--- src/hw/rtl/sroe_pkg.sv ---
// Shared types and constants for the shift register output expander.
package sroe_pkg;

	localparam int CFG_W  = 4;
	localparam int OPC_W  = 2;
	localparam int NUM_W  = 7;
	localparam int BYTE_W = 8;

	localparam logic [CFG_W-1:0] CHAIN_BYTES_RST = 4'd8;

	typedef enum logic [OPC_W-1:0] {
		OP_SET       = 2'd0,
		OP_CLEAR     = 2'd1,
		OP_CLEAR_ALL = 2'd2
	} opcode_t;

	// control from the sequencer to the serialiser, one bit period
	typedef struct packed {
		logic step;
		logic load;
		logic last;
		logic pulse;
	} ser_ctrl_t;

endpackage

--- src/hw/rtl/sroe_ram.sv ---
// Generic single-write, single-read RAM with registered read data.
module sroe_ram #(
	parameter int WIDTH = 8,
	parameter int DEPTH = 8
) (
	input  logic                                       clk,
	input  logic                                       we,
	input  logic [((DEPTH > 1) ? $clog2(DEPTH) : 1)-1:0] waddr,
	input  logic [WIDTH-1:0]                           wdata,
	input  logic                                       re,
	input  logic [((DEPTH > 1) ? $clog2(DEPTH) : 1)-1:0] raddr,
	output logic [WIDTH-1:0]                           rdata
);

	logic [WIDTH-1:0] mem_q [DEPTH];

	always_ff @(posedge clk) begin
		if (we) begin
			mem_q[waddr] <= wdata;
		end
		if (re) begin
			rdata <= mem_q[raddr];
		end
	end

endmodule

--- src/hw/rtl/sroe_ser.sv ---
// Byte serialiser: shifts a byte out MSB first and registers each result.
module sroe_ser (
	input  logic                          clk,
	input  logic                          arst_n,
	input  sroe_pkg::ser_ctrl_t           ctrl,
	input  logic [sroe_pkg::BYTE_W-1:0]   din,
	output logic                          strobe,
	output logic                          serial_bit,
	output logic                          last,
	output logic                          reset_pulse
);

	logic [sroe_pkg::BYTE_W-1:0] sh_q;
	logic                        bit_c;

	// first bit of a byte comes straight off the RAM read port
	assign bit_c = ctrl.load ? din[sroe_pkg::BYTE_W-1] : sh_q[sroe_pkg::BYTE_W-1];

	always_ff @(posedge clk) begin
		if (ctrl.step) begin
			if (ctrl.load) begin
				sh_q <= {din[sroe_pkg::BYTE_W-2:0], 1'b0};
			end else begin
				sh_q <= {sh_q[sroe_pkg::BYTE_W-2:0], 1'b0};
			end
		end
	end

	always_ff @(posedge clk or negedge arst_n) begin
		if (!arst_n) begin
			strobe      <= 1'b0;
			serial_bit  <= 1'b0;
			last        <= 1'b0;
			reset_pulse <= 1'b0;
		end else begin
			strobe      <= ctrl.step;
			serial_bit  <= bit_c;
			last        <= ctrl.step & ctrl.last;
			reset_pulse <= ctrl.step & ctrl.last & ctrl.pulse;
		end
	end

endmodule

--- src/hw/rtl/shift_register_output_expander.sv ---
// Output expander top level: shadow store sequencer, RAM and serialiser.
// Sequence: a set/clear transaction passes the read, write and prime states before shifting,
// a clear-all goes straight to prime; bits then follow one per cycle, 8 per clamped chain byte.
// Busy from acceptance until the final bit is shifted, so no new request is taken meanwhile;
// this is set by the one-bit-per-cycle serialiser and the read-modify-write of the shadow RAM.
// A rejected request (bad output number or opcode) is accepted and gives nothing.
// Reset: valid flags clear, so the shadow store reads as zero; chain_bytes returns to 8.
module shift_register_output_expander #(
	parameter int MAX_BYTES = 8
) (
	input  logic                         clk,
	input  logic                         arst_n,
	input  logic                         start,
	output logic                         busy,
	input  logic [sroe_pkg::OPC_W-1:0]   opcode,
	input  logic [sroe_pkg::NUM_W-1:0]   output_number,
	input  logic                         cfg_we,
	input  logic [sroe_pkg::CFG_W-1:0]   cfg_wdata,
	output logic                         strobe,
	output logic                         serial_bit,
	output logic                         last,
	output logic                         reset_pulse
);

	localparam int AW = (MAX_BYTES > 1) ? $clog2(MAX_BYTES) : 1;

	typedef enum logic [2:0] {
		ST_IDLE,
		ST_RD,
		ST_WR,
		ST_PRIME,
		ST_SHIFT
	} state_t;

	state_t                         state_q;
	logic [sroe_pkg::CFG_W-1:0]     chain_bytes_q;
	logic [MAX_BYTES-1:0]           valid_q;
	logic                           vld_rd_q;
	logic [AW-1:0]                  idx_q;
	logic [2:0]                     bitsel_q;
	logic                           set_q;
	logic                           pulse_q;
	logic [AW-1:0]                  byte_q;
	logic [2:0]                     bit_q;

	logic [sroe_pkg::CFG_W-1:0]     bytes_c;
	logic [sroe_pkg::NUM_W-1:0]     nm1_c;
	logic                           in_range_c;
	logic                           accept_c;
	logic                           ram_we;
	logic [AW-1:0]                  ram_waddr;
	logic [sroe_pkg::BYTE_W-1:0]    ram_wdata;
	logic                           ram_re;
	logic [AW-1:0]                  ram_raddr;
	logic [sroe_pkg::BYTE_W-1:0]    ram_rdata;
	logic [sroe_pkg::BYTE_W-1:0]    rd_byte_c;
	logic [sroe_pkg::BYTE_W-1:0]    mask_c;
	sroe_pkg::ser_ctrl_t            ser_ctrl;

	// clamp chain length into 1..MAX_BYTES
	always_comb begin
		if (chain_bytes_q == '0) begin
			bytes_c = sroe_pkg::CFG_W'(1);
		end else if (chain_bytes_q > sroe_pkg::CFG_W'(MAX_BYTES)) begin
			bytes_c = sroe_pkg::CFG_W'(MAX_BYTES);
		end else begin
			bytes_c = chain_bytes_q;
		end
	end

	assign nm1_c      = output_number - sroe_pkg::NUM_W'(1);
	assign in_range_c = (output_number != '0) &&
		(output_number <= {bytes_c[sroe_pkg::NUM_W-4:0], 3'b000});
	assign accept_c   = start && !busy;
	assign busy       = (state_q != ST_IDLE);

	// never-written or cleared entries read as zero
	assign rd_byte_c = ram_rdata & {sroe_pkg::BYTE_W{vld_rd_q}};
	assign mask_c    = sroe_pkg::BYTE_W'(1) << bitsel_q;

	always_comb begin
		ram_we    = 1'b0;
		ram_waddr = idx_q;
		ram_wdata = set_q ? (rd_byte_c | mask_c) : (rd_byte_c & ~mask_c);
		ram_re    = 1'b0;
		ram_raddr = byte_q;
		ser_ctrl  = '0;
		unique case (state_q)
			ST_IDLE: begin
			end
			ST_RD: begin
				ram_re    = 1'b1;
				ram_raddr = idx_q;
			end
			ST_WR: begin
				ram_we = 1'b1;
			end
			ST_PRIME: begin
				ram_re = 1'b1;
			end
			ST_SHIFT: begin
				ser_ctrl.step  = 1'b1;
				ser_ctrl.load  = (bit_q == 3'd7);
				ser_ctrl.last  = (byte_q == '0) && (bit_q == 3'd0);
				ser_ctrl.pulse = pulse_q;
				// fetch the next byte during the last bit of this one
				if (bit_q == 3'd0 && byte_q != '0) begin
					ram_re    = 1'b1;
					ram_raddr = byte_q - AW'(1);
				end
			end
			default: begin
			end
		endcase
	end

	always_ff @(posedge clk or negedge arst_n) begin
		if (!arst_n) begin
			chain_bytes_q <= sroe_pkg::CHAIN_BYTES_RST;
		end else if (cfg_we) begin
			chain_bytes_q <= cfg_wdata;
		end
	end

	always_ff @(posedge clk) begin
		if (accept_c) begin
			idx_q    <= AW'(nm1_c[5:3]);
			bitsel_q <= nm1_c[2:0];
			set_q    <= (opcode == sroe_pkg::OP_SET);
		end
	end

	always_ff @(posedge clk or negedge arst_n) begin
		if (!arst_n) begin
			state_q  <= ST_IDLE;
			valid_q  <= '0;
			vld_rd_q <= 1'b0;
			pulse_q  <= 1'b0;
			byte_q   <= '0;
			bit_q    <= '0;
		end else begin
			if (ram_re) begin
				vld_rd_q <= valid_q[ram_raddr];
			end
			unique case (state_q)
				ST_IDLE: begin
					if (accept_c) begin
						byte_q <= AW'(bytes_c - sroe_pkg::CFG_W'(1));
						bit_q  <= 3'd7;
						unique case (opcode)
							sroe_pkg::OP_SET, sroe_pkg::OP_CLEAR: begin
								pulse_q <= 1'b0;
								if (in_range_c) begin
									state_q <= ST_RD;
								end
							end
							sroe_pkg::OP_CLEAR_ALL: begin
								pulse_q <= 1'b1;
								state_q <= ST_PRIME;
								for (int i = 0; i < MAX_BYTES; i++) begin
									if (sroe_pkg::CFG_W'(i) < bytes_c) begin
										valid_q[i] <= 1'b0;
									end
								end
							end
							default: begin
							end
						endcase
					end
				end
				ST_RD: begin
					state_q <= ST_WR;
				end
				ST_WR: begin
					valid_q[idx_q] <= 1'b1;
					state_q        <= ST_PRIME;
				end
				ST_PRIME: begin
					state_q <= ST_SHIFT;
				end
				ST_SHIFT: begin
					if (bit_q == 3'd0) begin
						if (byte_q == '0) begin
							state_q <= ST_IDLE;
						end else begin
							byte_q <= byte_q - AW'(1);
							bit_q  <= 3'd7;
						end
					end else begin
						bit_q <= bit_q - 3'd1;
					end
				end
				default: begin
					state_q <= ST_IDLE;
				end
			endcase
		end
	end

	sroe_ram #(
		.WIDTH(sroe_pkg::BYTE_W),
		.DEPTH(MAX_BYTES)
	) u_ram (
		.clk  (clk),
		.we   (ram_we),
		.waddr(ram_waddr),
		.wdata(ram_wdata),
		.re   (ram_re),
		.raddr(ram_raddr),
		.rdata(ram_rdata)
	);

	sroe_ser u_ser (
		.clk        (clk),
		.arst_n     (arst_n),
		.ctrl       (ser_ctrl),
		.din        (rd_byte_c),
		.strobe     (strobe),
		.serial_bit (serial_bit),
		.last       (last),
		.reset_pulse(reset_pulse)
	);

	a_strobe_from_shift: assert property (@(posedge clk) disable iff (!arst_n)
		strobe |-> $past(state_q == ST_SHIFT))
		else $error("result strobe without a shift cycle");

	a_pulse_on_last: assert property (@(posedge clk) disable iff (!arst_n)
		reset_pulse |-> (last && strobe))
		else $error("reset pulse off the final bit");

	a_run_ends: assert property (@(posedge clk) disable iff (!arst_n)
		(state_q == ST_SHIFT && byte_q == '0 && bit_q == 3'd0) |=> (state_q == ST_IDLE && last))
		else $error("run did not end on final bit");

	a_write_only_rmw: assert property (@(posedge clk) disable iff (!arst_n)
		ram_we |-> (state_q == ST_WR && $past(state_q) == ST_RD))
		else $error("shadow write outside read-modify-write");

endmodule
--- config.mk ---
export PLATFORM = sky130hd
export DESIGN_NAME = shift_register_output_expander
export DESIGN_NICKNAME = d
export VERILOG_FILES = /design/src/hw/rtl/sroe_pkg.sv /design/src/hw/rtl/sroe_ram.sv /design/src/hw/rtl/sroe_ser.sv /design/src/hw/rtl/shift_register_output_expander.sv
export SDC_FILE = /design/constraint.sdc
export NUM_CORES = 1
export LEC_CHECK = 0
export BUFFER_PORTS_ARGS = -buffer_cell sky130_fd_sc_hd__buf_2
export CORE_MARGIN = 1.5
export CORE_UTILIZATION = 30
export CTS_CLUSTER_DIAMETER = 80
export DETAILED_ROUTE_END_ITERATION = 12
export GPL_TIMING_DRIVEN = 0
export PLACE_DENSITY = 0.49
export SYNTH_ARGS = -nofsm -noshare
export SYNTH_HDL_FRONTEND = slang
export SYNTH_SLANG_ARGS = --single-unit
--- constraint.sdc ---
create_clock -name clk -period 2.9 [get_ports clk]
set_clock_uncertainty 0.15 [all_clocks]
set_input_delay 0 -clock clk [delete_from_list [all_inputs] [get_ports clk]]
set_output_delay 0 -clock clk [all_outputs]
set_load 0.1 [all_outputs]
# ---- Word-level counts from Yosys, hierarchy flattened
# Memories as Yosys holds them, arrays and structs flattened. A register that Yosys moved wholly into a read port is not among the register bits.
# Cells that the tools add are included.
# W data, S select, Z words.
dict set report totals {
  latchBits 0
  out_inout_bits 5
  mem_bits_ro 0
  regBits 42
  mem_count 1
  mem_bits_rw 64
}
# name depth width read_ports rd_ports_with_merged_regs wr line_no
set mem_list {}
lappend mem_list {u_ram.mem_q 8 8 1 1 1 sroe_ram.sv:15} ;# logic [WIDTH-1:0] mem_q [DEPTH];
dict set report classes {
  muxes 43
  eq_ne 23
  bitwise 7
  n_addsub 4
  n_div 0
  multipliers 0
  reduce_logical 31
  order_cmp 13
  shift 1
}
# op count
set ops {}
lappend ops {{$reduce_and A4 Y1} 9}
lappend ops {{$mux W3} 11}
lappend ops {{$mux W8} 4}
lappend ops {{$ne A2 B2 Y1 const B} 12}
lappend ops {{$pmux W3 S2} 4}
lappend ops {{$and A8 B8 Y8} 2}
lappend ops {{$lt A3 B4 Y1 const A} 4}
lappend ops {{$or A8 B8 Y8} 2}
lappend ops {{$pmux W8 S2} 1}
lappend ops {{$mux W1} 15}
lappend ops {{$pmux W3 S5} 1}
lappend ops {{$mux W4} 3}
lappend ops {{$logic_not A3 Y1} 3}
lappend ops {{$sub A3 B1 Y3 const B} 3}
lappend ops {{$lt A1 B4 Y1 const A} 2}
lappend ops {{$lt A2 B4 Y1 const A} 2}
lappend ops {{$lt A3 B4 Y1 const B} 2}
lappend ops {{$not A8 Y8} 1}
lappend ops {{$shl A1 B3 Y8 const A} 1}
lappend ops {{$le A7 B7 Y1} 1}
lappend ops {{$reduce_bool A7 Y1} 1}
lappend ops {{$eq A3 B2 Y1 const B} 2}
lappend ops {{$eq A3 B3 Y1 const B} 2}
lappend ops {{$ne A3 B3 Y1 const B} 2}
lappend ops {{other kinds (21)} 32}

# ---- Logic depth before layout (Yosys ltp)
dict set report logic_depth {
  depth_word 9
  ltp_mapped 11
  ltp_nobuf 10
}

# ---- By module
# From an unflattened synthesis, not the netlist that was laid out.
dict set report hier_totals {
  cells_unflattened 366
  hier_area_um2 5335.1
}
# mod area_each_um2 cells_each n_inst
set by_module_without_submodules {}
lappend by_module_without_submodules {sroe_ram 2771.4 114 1}
lappend by_module_without_submodules {shift_register_output_expander 2117.0 230 1}
lappend by_module_without_submodules {sroe_ser 446.7 22 1}

# ---- Worst setup path before layout
# OpenSTA, ideal clock, no wires.
dict set report synth_timing {
  kind {register to register}
  startpoint {reg state_q[0]}
  endpoint {reg u_ram.rdata[6] (read register of u_ram.mem_q) (data pin)}
  path_stages_with_launch 10
  t_required_ns 2.467
  period_less_slack_ns 2.744
  n_path_buf 4
  setup_ns 0.283
  arrival_ns 2.311
  path_slack_ns 0.156
  path_cell_list {dfrtp_1 > buf_6 > or3b_4 > buf_6 > or3_4 > o211ai_4 > buf_8 > buf_6 > mux2i_1 > a221oi_2}
}
dict set report synth_between {
  elab_chain_len 3
}
# item line_no
set synth_rtl {}
lappend synth_rtl {{from (decl)} shift_register_output_expander.sv:35} ;# state_t state_q;
lappend synth_rtl {{from (signal assigned)} shift_register_output_expander.sv:135} ;# state_q <= ST_IDLE;
lappend synth_rtl {{from (signal assigned)} shift_register_output_expander.sv:154} ;# state_q <= ST_RD;
lappend synth_rtl {{from (signal assigned)} shift_register_output_expander.sv:159} ;# state_q <= ST_PRIME;
lappend synth_rtl {{$eq A3 B2 Y1 / $eq A3 B1 Y1 (equally long branches)} shift_register_output_expander.sv:88} ;# unique case (state_q)
lappend synth_rtl {{$reduce_or A2 Y1 (no source line)} --}
lappend synth_rtl {{$pmux W1 S2} shift_register_output_expander.sv:88}
lappend synth_rtl {{to (decl)} sroe_ram.sv:12} ;# output logic [WIDTH-1:0] rdata
# Parallel ways exist; a longest one is shown, timed or not.
# A chain may end at the register's enable or synchronous reset.

# ---- Final worst setup path
# Same ends and word-level chain as after synthesis.

==> results.md <==
* Status: complete, no violations
* Startpoint types: flop
* Fraction of the mapped netlist area in adder cells at 3.02%
* Die width at 137 um
* Routability congestion estimate at 0.781
* Fin nets at 506
* CTS tree: yes
* Post-Synth Simple-Gate Area at 11.2%
* Asr flop ratio synth at 23.9%
* Clock root cell: clkbuf_16
* Net Count, Synth at 430
* Vias in the first global route at 3544
* DRC viols at 0
* PnR Total Power at 7.50 mW
* Synth Area in Compound Gates at 12.5%
* Total area of sequential cells at 0.00326 sq mm
* Number of synthesized register bits at 113
* Die Ht at 137 um
* Critical Path Fanout Max at 8
* Multi-input logic area at 0.00210 sq mm
* Synth cell types at 56
* Reg2Reg Depth at 10
* Sequential cell area fraction in the yosys report at 60.6%
* Vias at 3362
* Worst Hold Class: primary input to asynchronous set/reset pin
* Area grow syn2layout at 28.9%
* Initial Util at 30.9%
* Final wirelength at 11900 um
* Fin util at 39.8%
* Synth top area share at 48.0%
* Core ar. at 0.0174 sq mm
* Top FF cell, synth: edfxtp_1
* Tcrit/Tclk final at 97.9%
* Final HPWL DP at 8020 um
* Top cells by area, synth: edfxtp_1 (48%), dfrtp_1 (12%), mux2i_1 (4.8%)
* Relative slew slack at 34.0%
* Rows at 48
* Cell area after synthesis at 0.00538 sq mm
* Worst slew pin tran at 979 ps
* RSZ-0062 raised after global routing: false
* Multiplexer share of the synthesized area at 8.60%
* Clk slew on worst S/H paths at 50 ps
* Remaining global-route overflow at 0
* H-tree depth at 4
* First-pass GRT wire length at 19200 um
* Most frequent cells in the layout: edfxtp_1 (86), nor2_1 (29), nand2_1 (27), dfrtp_1 (26), o21ai_0 (24)
* Via/cell ratio at 4.72
* Number of port buffers at 21
* Hold_ws at 7.19 ps
* Most common cell after layout, fill and taps aside: edfxtp_1
* Pwr dens at 1080 mW/mm^2
* Mapped Cells at 400
* Hold Vio Cnt, Final at 0
* Clk buf depth at 2
* WP data arrival at 2830 ps
* Critical path class: flop to flop
* Share of post-route cells with drive strength above 1 at 28.3%
* Syn. warnings at 0
* Antenna viol nets, final at 0
* # fillers at 1627
* F_max at 0.352 GHz
* Initial drt markers at 251
* Reg2reg start: state_q[0]
* Initial antenna violation count at 0
* Max-slew violations at 0
* Endpoint type of the worst setup path: flop
* Mean Syn Cell Area at 13.5 sq um
* Die area at 0.0188 sq mm
* Post-synth EDFFs at 86
* Capturing point of the worst reg2reg path: u_ram.rdata[6]
* Critical path required time at 2890 ps
* Antenna Cells at 0
* Total global-route track usage at 13.9%
* Tmin final at 2840 ps
* Leak Pwr at 2.61 nW
* Total CTS buffers at 17
* Largest net degree at the start of global routing at 28
* Largest family of logic cells by synthesized area: compound AO/OA/AOI/OAI gates
* Reg2Reg Setup Slack at 60 ps
* # IOs at 22
* Placed instance area at 0.00579 sq mm
* Cell area after layout at 0.00694 sq mm
* Clk Latency, worst-skew pair at 410 ps
* Post-synthesis xor/xnor area fraction at 0.814%
* First-pass DRT Iterations at 4
* Clk sink count at 113
* Cell taking the most area after synthesis: edfxtp_1
* Per-cell routed wire length at 16.6 um
* Setup violations, final at 0
* Max Cap Viol at 0
* Peak VDD IR at 0.493 mV
* Setup TNS at 0 ps
[routing by layer]
| metal | wire length (um) | up-vias | GRT usage, % | part of all wire (%) |
|---|---|---|---|---|
| met4 | 148 | 0 | 4.39 | 1.2 |
| met5 | 0 | - | 0 | 0 |
| met3 | 333 | 10 | 4.00 | 2.8 |
| met2 | 5760 | 53 | 22.8 | 49 |
| met1 | 5610 | 1650 | 17.9 | 47 |
| li1 | - | 1649 | - | - |
[logic make-up after synthesis]
group	Yosys count
fa+ha+maj	13
mux	44
simple gates	117
xor+xnor	5
compound gates	74
flops	113
buf+inv	34
[worst max-delay path: stages, from the launching register on]
cell,delay [ps]
dfrtp_1,380
or3b_4,410
buf_8,150
or3_4,400
o211ai_4,190
buf_12,150
buf_12,130
buf_12,100
buf_12,130
mux2i_4,260
a221oi_4,100
[flip-flops by register name, indices dropped and copies added (netlist names), 3 cells and up]
signal,count
u_ser.sh_q,7
state_q,3
u_ram.rdata,8
u_ram.mem_q,64
valid_q,8
bitsel_q,3
chain_bytes_q,4
bit_q,3
idx_q,3
byte_q,3
[stage by stage]
stage          setup WS (ps)  cells
2_1_floorplan            156    400
5_1_grt                 1.81    713
4_1_cts                 18.7    712
3_3_place_gp            -188    646
6_report                62.3    713
3_5_place_dp            -232    647
[where the power goes]
part / leakage, nW / switching [mW] / internal, mW
clock network: 0.283 / 0.730 / 1.34
registers: 1.13 / 0.162 / 2.20
logic: 1.20 / 1.59 / 1.49
[cell usage after synthesis (7+ instances only)]
cell and count:
a21oi_1 7, a221oi_2 8, a2bb2o_4 8, and2_1 9, dfrtp_1 26, edfxtp_1 86
ha_1 13, inv_1 19, mux2_2 17, mux2i_1 26, nand2_1 27, nand2b_1 10
nand3_1 7, nor2_1 29, nor3_1 11, o21ai_0 25
[final cells by class]
type	instances	area share, %
clock inverters	14	2.40
clock buffers	17	6.13
multi-input cells	253	30.2
plain buffers	11	1.50
repair buffers	60	7.63
flip-flops and latches	113	47.0
inverters	20	1.08
well taps	225	4.06
[worst max-delay path by stage]
stage                          start             end  slack, ps  cells after the start
after floorplan           state_q[0]  u_ram.rdata[6]        160                      9
after global placement    state_q[0]  u_ram.rdata[2]       -190                      9
after detailed placement    bit_q[0]  u_ram.rdata[4]       -230                     10
after CTS                 state_q[0]  u_ram.rdata[6]         20                     11
after global routing        bit_q[0]  u_ram.rdata[6]          2                     10
final                     state_q[0]  u_ram.rdata[6]         60                     10
[timing repair]
action | CTS | global route
resized for setup | 19 | 15
hold endpoints to repair | 45 | 0
hold buffers | 23 | 0
endpoints found under the setup margin | 9 | 8
pin swaps | 4 | 5
setup buffers | 12 | 2
cloned | 1 | 0
Power figures use the tool's default switching activity.
